===== src/hw/rtl/kfs_pkg.sv =====
package kfs_pkg;

    // Field widths
    localparam int FLOOR_W   = 14;
    localparam int KEY_W     = 4;
    localparam int OUT_TDATA_W = 48;
    localparam int IN_TDATA_W  = 8;

    // Key codes
    localparam logic [KEY_W-1:0] KEY_D0    = 4'd0;
    localparam logic [KEY_W-1:0] KEY_D9    = 4'd9;
    localparam logic [KEY_W-1:0] KEY_CLEAR = 4'd10;
    localparam logic [KEY_W-1:0] KEY_GO    = 4'd11;

    // Item kinds carried on tuser
    localparam logic ACT_KEY  = 1'b0;
    localparam logic ACT_TICK = 1'b1;

    // Reset floor for car position and destination
    localparam logic [FLOOR_W-1:0] FLOOR_RESET = 14'd1;

    // Car and entry state, minus the digit count
    typedef struct packed {
        logic [FLOOR_W-1:0] floor_now;
        logic [FLOOR_W-1:0] destination;
        logic [FLOOR_W-1:0] typed_value;
        logic               travelling;
        logic               upward;
    } t_kfs_state;

    // Per-item event flags
    typedef struct packed {
        logic arrived;
        logic rejected;
    } t_kfs_flags;

endpackage


===== src/hw/rtl/kfs_step.sv =====
module kfs_step #(
    parameter int ENTRY_DIGITS = 4,
    parameter int CNT_W        = 3
) (
    input  kfs_pkg::t_kfs_state       i_state,
    input  logic [CNT_W-1:0]          i_count,
    input  logic                      i_action,
    input  logic [kfs_pkg::KEY_W-1:0] i_key,
    output kfs_pkg::t_kfs_state       o_state,
    output logic [CNT_W-1:0]          o_count,
    output kfs_pkg::t_kfs_flags       o_flags
);
    import kfs_pkg::*;

    logic [FLOOR_W-1:0] w_times10;
    logic [FLOOR_W-1:0] w_digit_value;
    logic [FLOOR_W-1:0] w_step_floor;

    // Shift-and-add times ten, then append the digit
    assign w_times10     = {i_state.typed_value[FLOOR_W-4:0], 3'b000}
                         + {i_state.typed_value[FLOOR_W-2:0], 1'b0};
    assign w_digit_value = w_times10 + {{(FLOOR_W-KEY_W){1'b0}}, i_key};

    // Move one floor in the current direction
    assign w_step_floor = i_state.upward ? (i_state.floor_now + 1'b1)
                                         : (i_state.floor_now - 1'b1);

    always_comb begin
        o_state          = i_state;
        o_count          = i_count;
        o_flags.arrived  = 1'b0;
        o_flags.rejected = 1'b0;

        if (i_action == ACT_TICK) begin
            // Step toward the target, stop and clear entry on arrival
            if (i_state.travelling) begin
                o_state.floor_now = w_step_floor;
                if (w_step_floor == i_state.destination) begin
                    o_state.travelling  = 1'b0;
                    o_state.typed_value = '0;
                    o_count             = '0;
                    o_flags.arrived     = 1'b1;
                end
            end
        end else if (!i_state.travelling) begin
            // Keys are taken only while the car stands
            case (i_key) inside
                [KEY_D0:KEY_D9]: begin
                    if (i_count < CNT_W'(ENTRY_DIGITS)) begin
                        o_state.typed_value = w_digit_value;
                        o_count             = i_count + 1'b1;
                    end
                end
                KEY_CLEAR: begin
                    o_state.typed_value = '0;
                    o_count             = '0;
                end
                KEY_GO: begin
                    if (i_state.typed_value == i_state.floor_now) begin
                        o_state.typed_value = '0;
                        o_count             = '0;
                        o_flags.rejected    = 1'b1;
                    end else begin
                        o_state.destination = i_state.typed_value;
                        o_state.upward      = i_state.typed_value > i_state.floor_now;
                        o_state.travelling  = 1'b1;
                    end
                end
                default: begin
                    o_state = i_state;
                end
            endcase
        end
    end

endmodule


===== src/hw/rtl/keypad_floor_select_stepper.sv =====
// Keypad floor selector with a one-floor-per-tick stepper. Each input item is
// either a key event (tuser = 0, key code in tdata) or a movement tick
// (tuser = 1), and every item yields exactly one result item carrying the car
// floor, the target, the typed entry and the moving/direction/arrival/reject
// flags. The block takes one item per clock cycle unless the result side is
// stalled by m_axis_tready; each item passes the input register, then the
// combinational state update that feeds the result register. Digits
// build an entry of up to ENTRY_DIGITS decimal digits, clear empties it, go
// starts a move (empty entry means floor 0) or flags a reject when the target
// is the current floor. Keys are ignored while moving. After reset the car
// stands at floor 1.
module keypad_floor_select_stepper #(
    parameter int ENTRY_DIGITS = 4
) (
    input  logic                             i_clk,
    input  logic                             i_rst_n,
    input  logic                             s_axis_tvalid,
    output logic                             s_axis_tready,
    // [3:0] key_code, [7:4] zero
    input  logic [kfs_pkg::IN_TDATA_W-1:0]   s_axis_tdata,
    // [0] action
    input  logic                             s_axis_tuser,
    output logic                             m_axis_tvalid,
    input  logic                             m_axis_tready,
    // [13:0] current_floor, [27:14] target_floor, [41:28] entry_value,
    // [42] moving, [43] going_up, [44] arrived, [45] rejected, [47:46] zero
    output logic [kfs_pkg::OUT_TDATA_W-1:0]  m_axis_tdata
);
    import kfs_pkg::*;

    localparam int CNT_W = $clog2(ENTRY_DIGITS + 1);

    logic                   r_in_valid;
    logic                   r_in_action;
    logic [KEY_W-1:0]       r_in_key;
    t_kfs_state             r_state;
    logic [CNT_W-1:0]       r_count;
    logic                   r_out_valid;
    logic [OUT_TDATA_W-1:0] r_out_data;

    t_kfs_state             n_state;
    logic [CNT_W-1:0]       n_count;
    t_kfs_flags             w_flags;
    logic                   w_advance;
    logic                   w_in_take;

    // Move the staged item forward when the result slot is free or drains
    assign w_advance     = !r_out_valid || m_axis_tready;
    assign s_axis_tready = !r_in_valid || w_advance;
    assign w_in_take     = s_axis_tvalid && s_axis_tready;

    // Input register
    always_ff @(posedge i_clk) begin
        if (!i_rst_n) begin
            r_in_valid <= 1'b0;
        end else if (s_axis_tready) begin
            r_in_valid <= s_axis_tvalid;
        end
        if (w_in_take) begin
            r_in_action <= s_axis_tuser;
            r_in_key    <= s_axis_tdata[KEY_W-1:0];
        end
    end

    kfs_step #(
        .ENTRY_DIGITS (ENTRY_DIGITS),
        .CNT_W        (CNT_W)
    ) u_step (
        .i_state  (r_state),
        .i_count  (r_count),
        .i_action (r_in_action),
        .i_key    (r_in_key),
        .o_state  (n_state),
        .o_count  (n_count),
        .o_flags  (w_flags)
    );

    // Commit state and result together
    always_ff @(posedge i_clk) begin
        if (!i_rst_n) begin
            r_state.floor_now   <= FLOOR_RESET;
            r_state.destination <= FLOOR_RESET;
            r_state.typed_value <= '0;
            r_state.travelling  <= 1'b0;
            r_state.upward      <= 1'b0;
            r_count             <= '0;
            r_out_valid         <= 1'b0;
        end else if (w_advance) begin
            r_out_valid <= r_in_valid;
            if (r_in_valid) begin
                r_state <= n_state;
                r_count <= n_count;
            end
        end
    end

    // Result register payload
    always_ff @(posedge i_clk) begin
        if (w_advance && r_in_valid) begin
            r_out_data <= {2'b00, w_flags.rejected, w_flags.arrived,
                           n_state.upward, n_state.travelling,
                           n_state.typed_value, n_state.destination,
                           n_state.floor_now};
        end
    end

    assign m_axis_tvalid = r_out_valid;
    assign m_axis_tdata  = r_out_data;

    // Arrival means the car sits at the target and has stopped
    a_arrive_at_target: assert property (@(posedge i_clk) disable iff (!i_rst_n)
        (r_out_valid && r_out_data[44]) |->
            (r_out_data[13:0] == r_out_data[27:14]) && !r_out_data[42])
        else $error("arrival reported away from target");

    // A reject clears the entry and starts no move
    a_reject_clears: assert property (@(posedge i_clk) disable iff (!i_rst_n)
        (r_out_valid && r_out_data[45]) |->
            (r_out_data[41:28] == '0) && !r_out_data[42] && !r_out_data[44])
        else $error("reject left entry or motion");

    // Digit count stays within the entry length
    a_count_bound: assert property (@(posedge i_clk) disable iff (!i_rst_n)
        r_count <= CNT_W'(ENTRY_DIGITS))
        else $error("digit count past entry length");

    // Staged item is held while the result slot is blocked
    a_stage_hold: assert property (@(posedge i_clk) disable iff (!i_rst_n)
        (r_in_valid && !w_advance) |=> r_in_valid && $stable(r_in_key)
            && $stable(r_in_action))
        else $error("staged item lost under stall");

    // State changes only when an item commits
    a_state_quiet: assert property (@(posedge i_clk) disable iff (!i_rst_n)
        !(w_advance && r_in_valid) |=> $stable(r_state) && $stable(r_count))
        else $error("state changed without an item");

endmodule

===== config.mk =====
export PLATFORM = sky130hd
export DESIGN_NAME = keypad_floor_select_stepper
export DESIGN_NICKNAME = d
export VERILOG_FILES = /design/src/hw/rtl/kfs_pkg.sv /design/src/hw/rtl/kfs_step.sv /design/src/hw/rtl/keypad_floor_select_stepper.sv
export SDC_FILE = /design/constraint.sdc
export NUM_CORES = 1
export LEC_CHECK = 0
export BUFFER_PORTS_ARGS = -buffer_cell sky130_fd_sc_hd__buf_2
export CAP_MARGIN = 20
export CORE_UTILIZATION = 65
export DETAILED_ROUTE_END_ITERATION = 12
export PLACE_DENSITY = 0.86
export SLEW_MARGIN = 25
export SYNTH_ARGS = -nofsm -noshare
export SYNTH_HDL_FRONTEND = slang
export SYNTH_HIERARCHICAL = 1
export SYNTH_SLANG_ARGS = --single-unit
export TNS_END_PERCENT = 50

===== constraint.sdc =====
create_clock -name i_clk -period 7.1 [get_ports i_clk]
set_input_delay 0.71 -clock i_clk [delete_from_list [all_inputs] [get_ports i_clk]]
set_output_delay 0.71 -clock i_clk [all_outputs]
set_load 0.05 [all_outputs]

==> metrics.csv, run 1 <==
metric,value,unit
result of the run,completed,
number of rows in the core area,35,
die footprint,10310,µm²
relative contribution of the clock network to total power,33.1,%
most numerous cell types in the synthesized netlist,"sky130_fd_sc_hd__nand2_1 (125), sky130_fd_sc_hd__edfxtp_1 (51), sky130_fd_sc_hd__dfxtp_1 (49), sky130_fd_sc_hd__ha_1 (49), sky130_fd_sc_hd__mux2i_1 (46)",
"final std cell area, no fill",6919,µm²
count of pins over their slew limit,0,
number of cells upsized or downsized after cts,0,
first-pass GRT wire length,22.38,mm
via count of the first global-routing pass,4560,
post-CTS setup buffer count,0,
classification of the worst setup path,register to register,
slowest stage cell on the critical path,sky130_fd_sc_hd__fa_1,
number of optimization iterations in the first detailed-route pass,5,
H-Tree Level Count,3,
Synth Cell Area,6439,µm²
share of final-layout standard cells stronger than drive strength 1,15.18,%
worst-path fanout max,16,
Detail Route Antenna Nets,0,
Design Power,1203,µW
cell breakdown of the critical path,"inv_1, fa_1, a211oi_4, nor2_1, a221oi_1, nand4_1, nor3_1, nand4b_1, nor2_2, o21ai_0, nand2_1, mux2i_1",
area fraction in compound gates after synthesis,13.02,%
worst slew margin relative to its limit,32.18,%
Synth Area in XOR/XNOR,5.849,%
Starting Density,68.39,%
worst min-delay path class,register to register,
relative contribution of sequential cells to total power,52.4,%
"wirelength, routed",13.97,mm
post-synthesis instance total,659,
vias post-DR,4933,
number of hold buffers added after CTS,0,
Final Core Density,73.49,%
post-detailed-placement cell area,6704,µm²
DIE HEIGHT,101.5,µm
DIE WIDTH,101.5,µm
Final min period,4.118,ns
routed length per instance,16.75,µm
n_diodes,0,
dominant cell by count in the synthesized netlist,sky130_fd_sc_hd__nand2_1,
Max rail drop VDD,0.0001718,V
critical path's largest stage delay,0.61,ns
proportion of register bits with asynchronous set or reset after synthesis,0,%
clock insertion delay at the later pin of the skew report,0.37,ns
count of unique library cells instantiated by Yosys,71,
average footprint of a synthesized cell,9.770,µm²
slew at the pin with the worst max-slew slack,1.015,ns
Internal,877.4,µW
PortBufs,56,
top flip-flop cell by instance count after synthesis,sky130_fd_sc_hd__edfxtp_1,
Maximum Capacitance Violations,0,
data arrival time of the worst path,4.34,ns
proportion of synthesized chip area in sequential cells,39.02,%
library cell with the largest summed area after synthesis,sky130_fd_sc_hd__edfxtp_1,
synthesis warning total,6,
clock tree sinks,100,
net switching power,325.4,µW
multiplexer share of the synthesized area,10.30,%
GRT Resource Usage Total,28.25,%
pin count of the biggest net entering global routing,95,
highest clock rate,0.2428,GHz
number of clock buffers inserted by TritonCTS,9,
detailed-route vias per instance,5.915,
gpl congestion,0.9154,
TNS Setup,0,ns
Top Ports,63,
leakage dissipation,0.002816,µW
Syn-to-layout area delta,7.462,%
count of routing violations after the opening detailed-route iteration,324,
remaining routing DRC violations,0,
number of flip-flops and latches in the synthesized netlist,100,
required time at the worst-slack endpoint,7.32,ns
simple-gate share of the synthesized area,16.40,%
half-perimeter wire length after placement,9.901,mm
remaining global-route overflow,0,
CP Capture Type,register,
Combinational Power Share,14.5,%
unrepaired setup endpoints after global routing,no,
CTS tree,yes,
fraction of the cycle the final worst path needs,58.01,%
power per standard cell area,173.8,nW/µm²
clock root cell,sky130_fd_sc_hd__clkbuf_8,
dominant combinational cell family by area after synthesis,simple AND/OR/NAND/NOR gates,
Area contributors post-synth,"sky130_fd_sc_hd__edfxtp_1 (24%), sky130_fd_sc_hd__dfxtp_1 (15%), sky130_fd_sc_hd__ha_1 (9.5%)",
synthesized-area fraction occupied by adder cells,10.45,%
final setup violating endpoints,0,
clk slew on worst S/H paths,0.10,ns
startpoint kind of the worst setup timing path,register,
fraction of power spent switching nets,27.05,%
number of enable-type register cells in the synthesized netlist,51,
worst clock skew on the final layout,0.01370,ns
number of antenna violations at the first check in global routing,0,
count of nets after finishing,765,
top cell type's share of synthesized area,23.79,%
maximum clock path buffer count,2,
total count of hold-check failures in the final report,0,
Core ar.,9415,µm²
## state kept, by name, summed over array words and instances, names as in the netlist
name / count
m_axis_tdata: 46
m_axis_tvalid: 1
r_count: 3
r_in_action: 1
r_in_key: 4
r_in_valid: 1
r_state: 44
## through the flow
stage / setup WS [ns] / hold slack (ns) / cells
floorplan: 3.914 / 0.4314 / 660
detailed placement: 3.058 / 0.4810 / 818
global route: 2.664 / 0.4895 / 834
CTS: 3.037 / 0.4946 / 834
finish: 2.982 / 0.4981 / 834
global placement: 3.120 / 0.4674 / 818
## power by group through the flow
stage | combinational (µW) | clock (µW) | sequential, µW
5_1_grt | 186 | 422 | 633
3_3_place_gp | 169 | 0 | 643
6_report | 174 | 398 | 631
4_1_cts | 173 | 403 | 631
3_5_place_dp | 172 | 0 | 644
2_1_floorplan | 108 | 0 | 677
## cell usage in the layout (no fill, tap or decap), drive strengths merged, types with 3 or more instances in the layout
master / Yosys / layout
edfxtp: 51 / 51
mux2i: 46 / 46
nand3: 5 / 5
a2bb2oi: 3 / 3
a211oi: 5 / 5
xor2: 7 / 7
clkbuf: 13 / 12
nand2b: 7 / 7
dfxtp: 49 / 49
mux2: 18 / 18
buf: 18 / 60
a21o: 10 / 10
nor2: 40 / 40
nand2: 125 / 125
o31ai: 3 / 3
o21bai: 5 / 5
nand4b: 4 / 4
and4: 3 / 3
xnor2: 23 / 23
o21ai: 34 / 34
fa: 3 / 3
nor2b: 9 / 9
a22oi: 13 / 13
a21oi: 27 / 27
ha: 49 / 49
inv: 27 / 27
xnor3: 4 / 4
nor4: 3 / 3
nor3: 14 / 14
o21a: 3 / 3
## area by class of cell
class	count	area, µm²
Clock buffer	12	135.1
Clock inverter	4	76.32
Fill cell	696	2496
Inverter	27	101.3
Multi-Input combinational cell	502	3618
Sequential cell	100	2512
Tap cell	129	161.4
Timing Repair Buffer	60	314.1
## per-layer routing
| layer | vias to the layer above | share of wire, % | wire (µm) | GRT usage, % |
|---|---|---|---|---|
| met2 | 168 | 47 | 6531 | 46.10 |
| met3 | 25 | 5.2 | 720 | 5.866 |
| met4 | 0 | 1.8 | 248 | 7.135 |
| met1 | 2308 | 46 | 6469 | 38.43 |
| met5 | - | 0 | 0 | 0 |
| li1 | 2432 | - | - | - |
## path summary, 6_finish.rpt
check                           start                  endpoint  slack, ns  cells after the start
max           r_state[0]$_SDFFE_PN0P_   r_state[5]$_SDFFE_PN0P_       2.98                     12
min reg2reg  r_state[23]$_SDFFE_PN0P_  r_state[23]$_SDFFE_PN0P_       0.50                      2
min          r_state[23]$_SDFFE_PN0P_  r_state[23]$_SDFFE_PN0P_       0.50                      2
max reg2reg   r_state[0]$_SDFFE_PN0P_   r_state[5]$_SDFFE_PN0P_       2.98                     12
## kinds of logic after synthesis
kind of cell             Yosys count
flip-flops                       100
AND/OR/NAND/NOR                  226
multiplexers                      64
adder cells (fa/ha/maj)           52
buffers and inverters             58
XOR/XNOR                          35
AO/OA/AOI/OAI                    123
other                              1
## critical path: cells and delay by family (launching register included)
| family | cells | cell delay [ns] |
|---|---|---|
| AND/OR/NAND/NOR | 6 | 1.36 |
| multiplexers | 1 | 0.08 |
| flip-flops | 1 | 0.50 |
| adder cells (fa/ha/maj) | 1 | 0.61 |
| buffers and inverters | 1 | 0.35 |
| AO/OA/AOI/OAI | 3 | 1.06 |
Note: power is estimated with default switching activity, not from simulation.
==> run 2, diff against run 1 <==
ABC_AREA = 1   (was unset)
CORE_UTILIZATION = 55   (was 65)
PLACE_DENSITY = 0.78   (was 0.86)
clock period = 3.7 ns   (was 7.1 ns; I/O delays follow)
==> metrics.csv, run 2 <==
metric,value,unit
result of the run,completed,
unrepaired setup endpoints after global routing,no,
highest clock rate,0.2999,GHz
count of pins over their slew limit,0,
"top library cells by usage in the layout, fill and taps aside","sky130_fd_sc_hd__nand2_1 (244), sky130_fd_sc_hd__inv_1 (163), sky130_fd_sc_hd__a21oi_1 (93), sky130_fd_sc_hd__nand3_1 (91), sky130_fd_sc_hd__nor2_1 (76)",
clock insertion delay at the later pin of the skew report,0.36,ns
slowest stage cell on the critical path,sky130_fd_sc_hd__fa_1,
power per standard cell area,426.5,nW/µm²
Final min period,3.334,ns
post-CTS setup buffer count,0,
fraction of power spent switching nets,35.72,%
fraction of the cycle the final worst path needs,90.11,%
filler-free cell count of the finished design,1194,
proportion of synthesized chip area in sequential cells,35.95,%
relative contribution of sequential cells to total power,40.4,%
"final std cell area, no fill",7616,µm²
Starting Density,57.22,%
Worst Reg-to-Reg Cells,21,
relative contribution of the clock network to total power,29.8,%
library cell with the largest summed area after synthesis,sky130_fd_sc_hd__edfxtp_1,
number of flip-flops and latches in the synthesized netlist,100,
Combinational Power Share,29.9,%
startpoint kind of the worst setup timing path,register,
crit path buf inv count,4,
depth of the worst hold-timing path,1,
critical path's largest stage delay,0.54,ns
n_diodes,0,
worst clock skew on the final layout,0.008485,ns
Crit. Startpoint,r_state[4]$_SDFFE_PN0P_,
via count of the first global-routing pass,5461,
post-synthesis instance total,987,
GRT Resource Usage Total,26.51,%
count of routing violations after the opening detailed-route iteration,532,
post-detailed-placement cell area,7315,µm²
H-Tree Level Count,3,
"most common cell after layout, fill and taps aside",sky130_fd_sc_hd__nand2_1,
worst slack on hold paths,0.1880,ns
Detail Route Antenna Nets,0,
count of nets after finishing,1086,
dominant cell by count in the synthesized netlist,sky130_fd_sc_hd__nand2_1,
total count of hold-check failures in the final report,0,
flop-to-flop setup slack,0.37,ns
classification of the worst setup path,register to register,
Core ar.,12210,µm²
number of enable-type register cells in the synthesized netlist,51,
DIE WIDTH,114.7,µm
slew at the pin with the worst max-slew slack,0.9727,ns
remaining global-route overflow,0,
Synth Cell Area,6988,µm²
pin count of the biggest net entering global routing,94,
Worst Min Path Start,s_axis_tdata[2],
required time at the worst-slack endpoint,3.95,ns
average footprint of a synthesized cell,7.080,µm²
PortBufs,56,
hold-critical path endpoint,r_in_key[2]$_DFFE_PP_,
clock tree sinks,100,
maximum clock path buffer count,2,
"wirelength, routed",16.56,mm
detailed-route vias per instance,5.351,
leakage dissipation,0.003774,µW
number of antenna violations at the first check in global routing,0,
CTS tree,yes,
TNS Setup,0,ns
Syn-to-layout area delta,8.988,%
Fillers,1144,
top flip-flop cell by instance count after synthesis,sky130_fd_sc_hd__edfxtp_1,
crit-path most repeated cell,sky130_fd_sc_hd__nand2_1,
worst slew margin relative to its limit,35.15,%
synthesis warning total,6,
gpl congestion,0.9352,
"delay-heaviest family, CP",adder cells,
max reg flops,46,
top cell type's share of synthesized area,21.92,%
proportion of register bits with asynchronous set or reset after synthesis,0,%
number of clock buffers inserted by TritonCTS,9,
most numerous cell types in the synthesized netlist,"sky130_fd_sc_hd__nand2_1 (244), sky130_fd_sc_hd__inv_1 (164), sky130_fd_sc_hd__a21oi_1 (93)",
DIE HEIGHT,114.7,µm
count of unique library cells instantiated by Yosys,42,
Critical R2R Capture,r_state[12]$_SDFFE_PN0P_,
worst-path fanout max,6,
Area contributors post-synth,"sky130_fd_sc_hd__edfxtp_1 (22%), sky130_fd_sc_hd__dfxtp_1 (14%), sky130_fd_sc_hd__nand2_1 (13%)",
cell breakdown of the critical path,"inv_1, fa_1, inv_1, fa_1, nand2_1, nand2_1, nand2_1, nand2_1, a21boi_1, nor2_1, nor2_1, xor2_1, nand2_1, nand2_1, o31ai_1, inv_1, nand2_1, inv_1, nand3_1, nand2_1, nor2_1",
clock root cell,sky130_fd_sc_hd__clkbuf_16,
die footprint,13160,µm²
routed length per instance,13.87,µm
vias post-DR,6389,
R2R Path Start,r_state[4]$_SDFFE_PN0P_,
clk slew on worst S/H paths,0.07,ns
Max rail drop VDD,0.0003074,V
number of rows in the core area,40,
CP Capture Type,register,
worst min-delay path class,input pin to register,
final setup violating endpoints,0,
net switching power,1160,µW
Top Ports,63,
total placed cells including tap cells,1178,
data arrival time of the worst path,3.58,ns
Maximum Capacitance Violations,0,
first-pass GRT wire length,26.94,mm
remaining routing DRC violations,0,
share of final-layout standard cells stronger than drive strength 1,10.62,%
Internal,2088,µW
half-perimeter wire length after placement,11.64,mm
number of optimization iterations in the first detailed-route pass,5,
[run 2: cell count changes in the layout (fill, tap and decap cells not counted), sizes merged, moves of 6 or more]
| cell | before | now |
|---|---|---|
| inv | 27 | 167 |
| nand2 | 125 | 263 |
| nand3 | 5 | 93 |
| a21oi | 27 | 93 |
| mux2i | 46 | 0 |
| nor2 | 40 | 79 |
| mux2 | 18 | 1 |
| xnor2 | 23 | 7 |
| a22oi | 13 | 0 |
| a21o | 10 | 0 |
| nor3 | 14 | 4 |
| nor2b | 9 | 0 |
| nand2b | 7 | 0 |
| nand4 | 2 | 8 |
[run 2: metal layers]
| metal | up-vias | global-route usage, % | routed length (µm) |
|---|---|---|---|
| li1 | 3260 | - | - |
| met1 | 2900 | 37.03 | 7819 |
| met2 | 209 | 41.78 | 7462 |
| met3 | 20 | 4.553 | 1007 |
| met4 | 0 | 8.745 | 269 |
| met5 | - | 0 | 0 |
[run 2: area by class of cell]
class                   count  area, µm²  area share [%]
flip-flops and latches    100       2514           33.00
well taps                 168      210.2           2.760
repair buffers             64      340.3           4.469
clock buffers               9      225.2           2.957
multi-input cells         679       3623           47.58
clock inverters             7      75.07          0.9857
inverters                 167      628.1           8.247
[run 2: how the worst max path moves through the flow]
stage	end	cells after the start	slack (ns)
floorplan	r_state[12]$_SDFFE_PN0P_	21	0.79
global placement	r_state[14]$_SDFFE_PN0P_	18	0.41
detailed placement	r_state[14]$_SDFFE_PN0P_	18	0.31
CTS	r_state[12]$_SDFFE_PN0P_	21	0.29
global route	r_state[12]$_SDFFE_PN0P_	21	0.07
finish	r_state[12]$_SDFFE_PN0P_	21	0.37
[run 2: power by group through the flow]
| stage | clock network (µW) | registers [µW] | logic (µW) |
|---|---|---|---|
| after floorplan | 0 | 1420 | 671 |
| after global placement | 0 | 1330 | 936 |
| after detailed placement | 0 | 1330 | 952 |
| after CTS | 980 | 1310 | 960 |
| after global routing | 1020 | 1320 | 1090 |
| final | 966 | 1310 | 970 |
[run 2: what timing repair did]
action	CTS	global route
hold buffers	0	0
endpoints found under the setup margin	0	2
resized for setup	0	1
[run 2: metrics by stage]
step,utilization [%],setup WS [ns],total power [µW]
global placement,59.90,0.4060,2270
finish,62.37,0.3659,3248
floorplan,-,0.7920,2095
detailed placement,59.90,0.3079,2287
CTS,62.36,0.2879,3252
global route,62.37,0.06690,3433
[run 2: cell families (layout without fill, tap and decap cells)]
family / count (synthesis) / after routing / synth area share [%]
adders and majority gates: 52 / 52 / 9.633
other: 1 / 2 / 0.05366
and+or+nand+nor: 456 / 456 / 28.18
buffers and inverters: 209 / 247 / 12.25
muxes: 1 / 1 / 0.1611
xor gates and xnor gates: 13 / 13 / 1.826
DFF: 100 / 100 / 35.95
AOI/OAI and AO/OA: 155 / 155 / 11.94
==> run 3, diff against run 2 <==
CORE_ASPECT_RATIO = 1.4   (was unset)
==> metrics.csv, run 3 (synthesized netlist as in run 2, its figures left out) <==
metric,value,unit
vias post-DR,6497,
Critical R2R Capture,r_state[2]$_SDFFE_PN0P_,
count of routing violations after the opening detailed-route iteration,436,
net switching power,1157,µW
Internal,2155,µW
n_diodes,0,
Combinational Power Share,29.7,%
"most common cell after layout, fill and taps aside",sky130_fd_sc_hd__nand2_1,
Fillers,1108,
"wirelength, routed",17.40,mm
Crit. Startpoint,r_state[0]$_SDFFE_PN0P_,
pin count of the biggest net entering global routing,94,
clock root cell,sky130_fd_sc_hd__clkbuf_16,
relative contribution of the clock network to total power,30.6,%
clk slew on worst S/H paths,0.07,ns
number of antenna violations at the first check in global routing,0,
Starting Density,56.48,%
unrepaired setup endpoints after global routing,no,
pre-CTS setup slack,0.3695,ns
PortBufs,56,
GRT Resource Usage Total,26.77,%
routed length per instance,14.80,µm
sequential cell area,2514,µm²
half-perimeter wire length after placement,12.13,mm
number of optimization iterations in the first detailed-route pass,5,
crit-path most repeated cell,sky130_fd_sc_hd__nand2_1,
Final Core Density,61.78,%
clock insertion delay at the later pin of the skew report,0.35,ns
via count of the first global-routing pass,5906,
CP Capture Type,register,
result of the run,completed,
Top Ports,63,
cell breakdown of the critical path,"clkinvlp_4, buf_12, buf_12, ha_1, nand2_1, inv_1, a21oi_1, nand2_2, nand2_1, nand2_1, inv_1, nand2_1, nand2_1, nand2_1, nand2_1, nand4_4, nand2_1, nand2_1, inv_1, nand3_1, nand2_1, nor2_1",
remaining routing DRC violations,0,
count of pins over their slew limit,0,
Worst Reg-to-Reg Cells,22,
worst-path fanout max,17,
share of final-layout standard cells stronger than drive strength 1,10.72,%
count of nets after finishing,1087,
Final min period,3.344,ns
first-pass GRT wire length,28.10,mm
DIE WIDTH,97.27,µm
number of rows in the core area,48,
relative contribution of sequential cells to total power,39.7,%
total count of hold-check failures in the final report,0,
worst min-delay path class,input pin to register,
flop-to-flop setup slack,0.36,ns
required time at the worst-slack endpoint,3.93,ns
"top library cells by usage in the layout, fill and taps aside","sky130_fd_sc_hd__nand2_1 (244), sky130_fd_sc_hd__inv_1 (162), sky130_fd_sc_hd__a21oi_1 (93), sky130_fd_sc_hd__nand3_1 (91), sky130_fd_sc_hd__nor2_1 (76)",
TNS Setup,0,ns
slew at the pin with the worst max-slew slack,1.017,ns
Core ar.,12370,µm²
Detail Route Antenna Nets,0,
fraction of the cycle the final worst path needs,90.39,%
startpoint kind of the worst setup timing path,register,
H-Tree Level Count,3,
final setup violating endpoints,0,
R2R Path Start,r_state[0]$_SDFFE_PN0P_,
Maximum Capacitance Violations,0,
remaining global-route overflow,0,
gpl congestion,0.9323,
number of clock buffers inserted by TritonCTS,9,
min setup slack post-route,0.3557,ns
max reg flops,46,
Syn-to-layout area delta,9.382,%
data arrival time of the worst path,3.58,ns
classification of the worst setup path,register to register,
highest clock rate,0.2990,GHz
Critical Path End,r_state[2]$_SDFFE_PN0P_,
maximum clock path buffer count,2,
worst clock skew on the final layout,0.008128,ns
DIE HEIGHT,135.4,µm
power per standard cell area,433.3,nW/µm²
CTS tree,yes,
critical path's largest stage delay,0.42,ns
die footprint,13170,µm²
detailed-route vias per instance,5.525,
area of combinational cells with multiple inputs,3623,µm²
Max rail drop VDD,0.0002273,V
fraction of power spent switching nets,34.94,%
clock tree sinks,100,
worst slew margin relative to its limit,32.22,%
leakage dissipation,0.003798,µW
slowest stage cell on the critical path,sky130_fd_sc_hd__dfxtp_1,
-- run 3: worst min-delay path by stage --
stage                             start                        to  slack (ns)  depth (start not counted)
2_1_floorplan   r_state[1]$_SDFFE_PN0P_   r_state[1]$_SDFFE_PN0P_        0.45                          2
3_3_place_gp   r_state[19]$_SDFFE_PN0P_  r_state[19]$_SDFFE_PN0P_        0.46                          2
3_5_place_dp   r_state[19]$_SDFFE_PN0P_  r_state[19]$_SDFFE_PN0P_        0.48                          2
4_1_cts                    s_axis_tuser     r_in_action$_DFFE_PP_        0.19                          1
5_1_grt                    s_axis_tuser     r_in_action$_DFFE_PP_        0.19                          1
6_report                   s_axis_tuser     r_in_action$_DFFE_PP_        0.20                          1
-- run 3: worst max-delay path, delay by kind of cell (launching register included) --
kind | cells | cell delay [ns]
AOI/OAI and AO/OA | 1 | 0.17
adders and majority gates | 1 | 0.36
buffers and inverters | 6 | 0.62
DFF | 1 | 0.42
and+or+nand+nor | 14 | 1.65
-- run 3: power groups by stage --
stage / Combinational (µW) / Sequential, µW / Clock (µW)
global route: 1100 / 1320 / 1070
CTS: 966 / 1310 / 1030
global placement: 939 / 1340 / 0
detailed placement: 957 / 1340 / 0
finish: 984 / 1310 / 1010
floorplan: 671 / 1420 / 0
-- run 3: cell type report --
type,count,share of cell area [%]
timing repair buffer,65,4.878
inverter,167,8.266
multi-input combinational,679,47.41
sequential,100,32.89
clock inverter,6,1.162
tap,150,2.455
clock buffer,9,2.946
-- run 3: per-stage QoR --
stage	area, µm²	power (µW)	instances	hold slack [ns]
2_1_floorplan	6992	2095	988	0.4462
3_5_place_dp	7284	2294	1159	0.4752
3_3_place_gp	7284	2276	1159	0.4637
4_1_cts	7599	3307	1174	0.1899
5_1_grt	7644	3489	1176	0.1893
6_report	7644	3312	1176	0.1972
-- run 3: repair_timing --
action,in CTS,in global routing
hold buffers,0,0
gates resized for setup,0,1
endpoints found under the setup margin,0,6
buffers inserted,0,2
-- run 3: metal layers --
layer  part of all wire (%)  track usage (%)  vias up
met5                      0                0        -
met4                    5.2            16.67        0
met3                    5.2            3.560       61
met2                     50            47.26      208
met1                     39            30.70     2971
li1                       -                -     3257
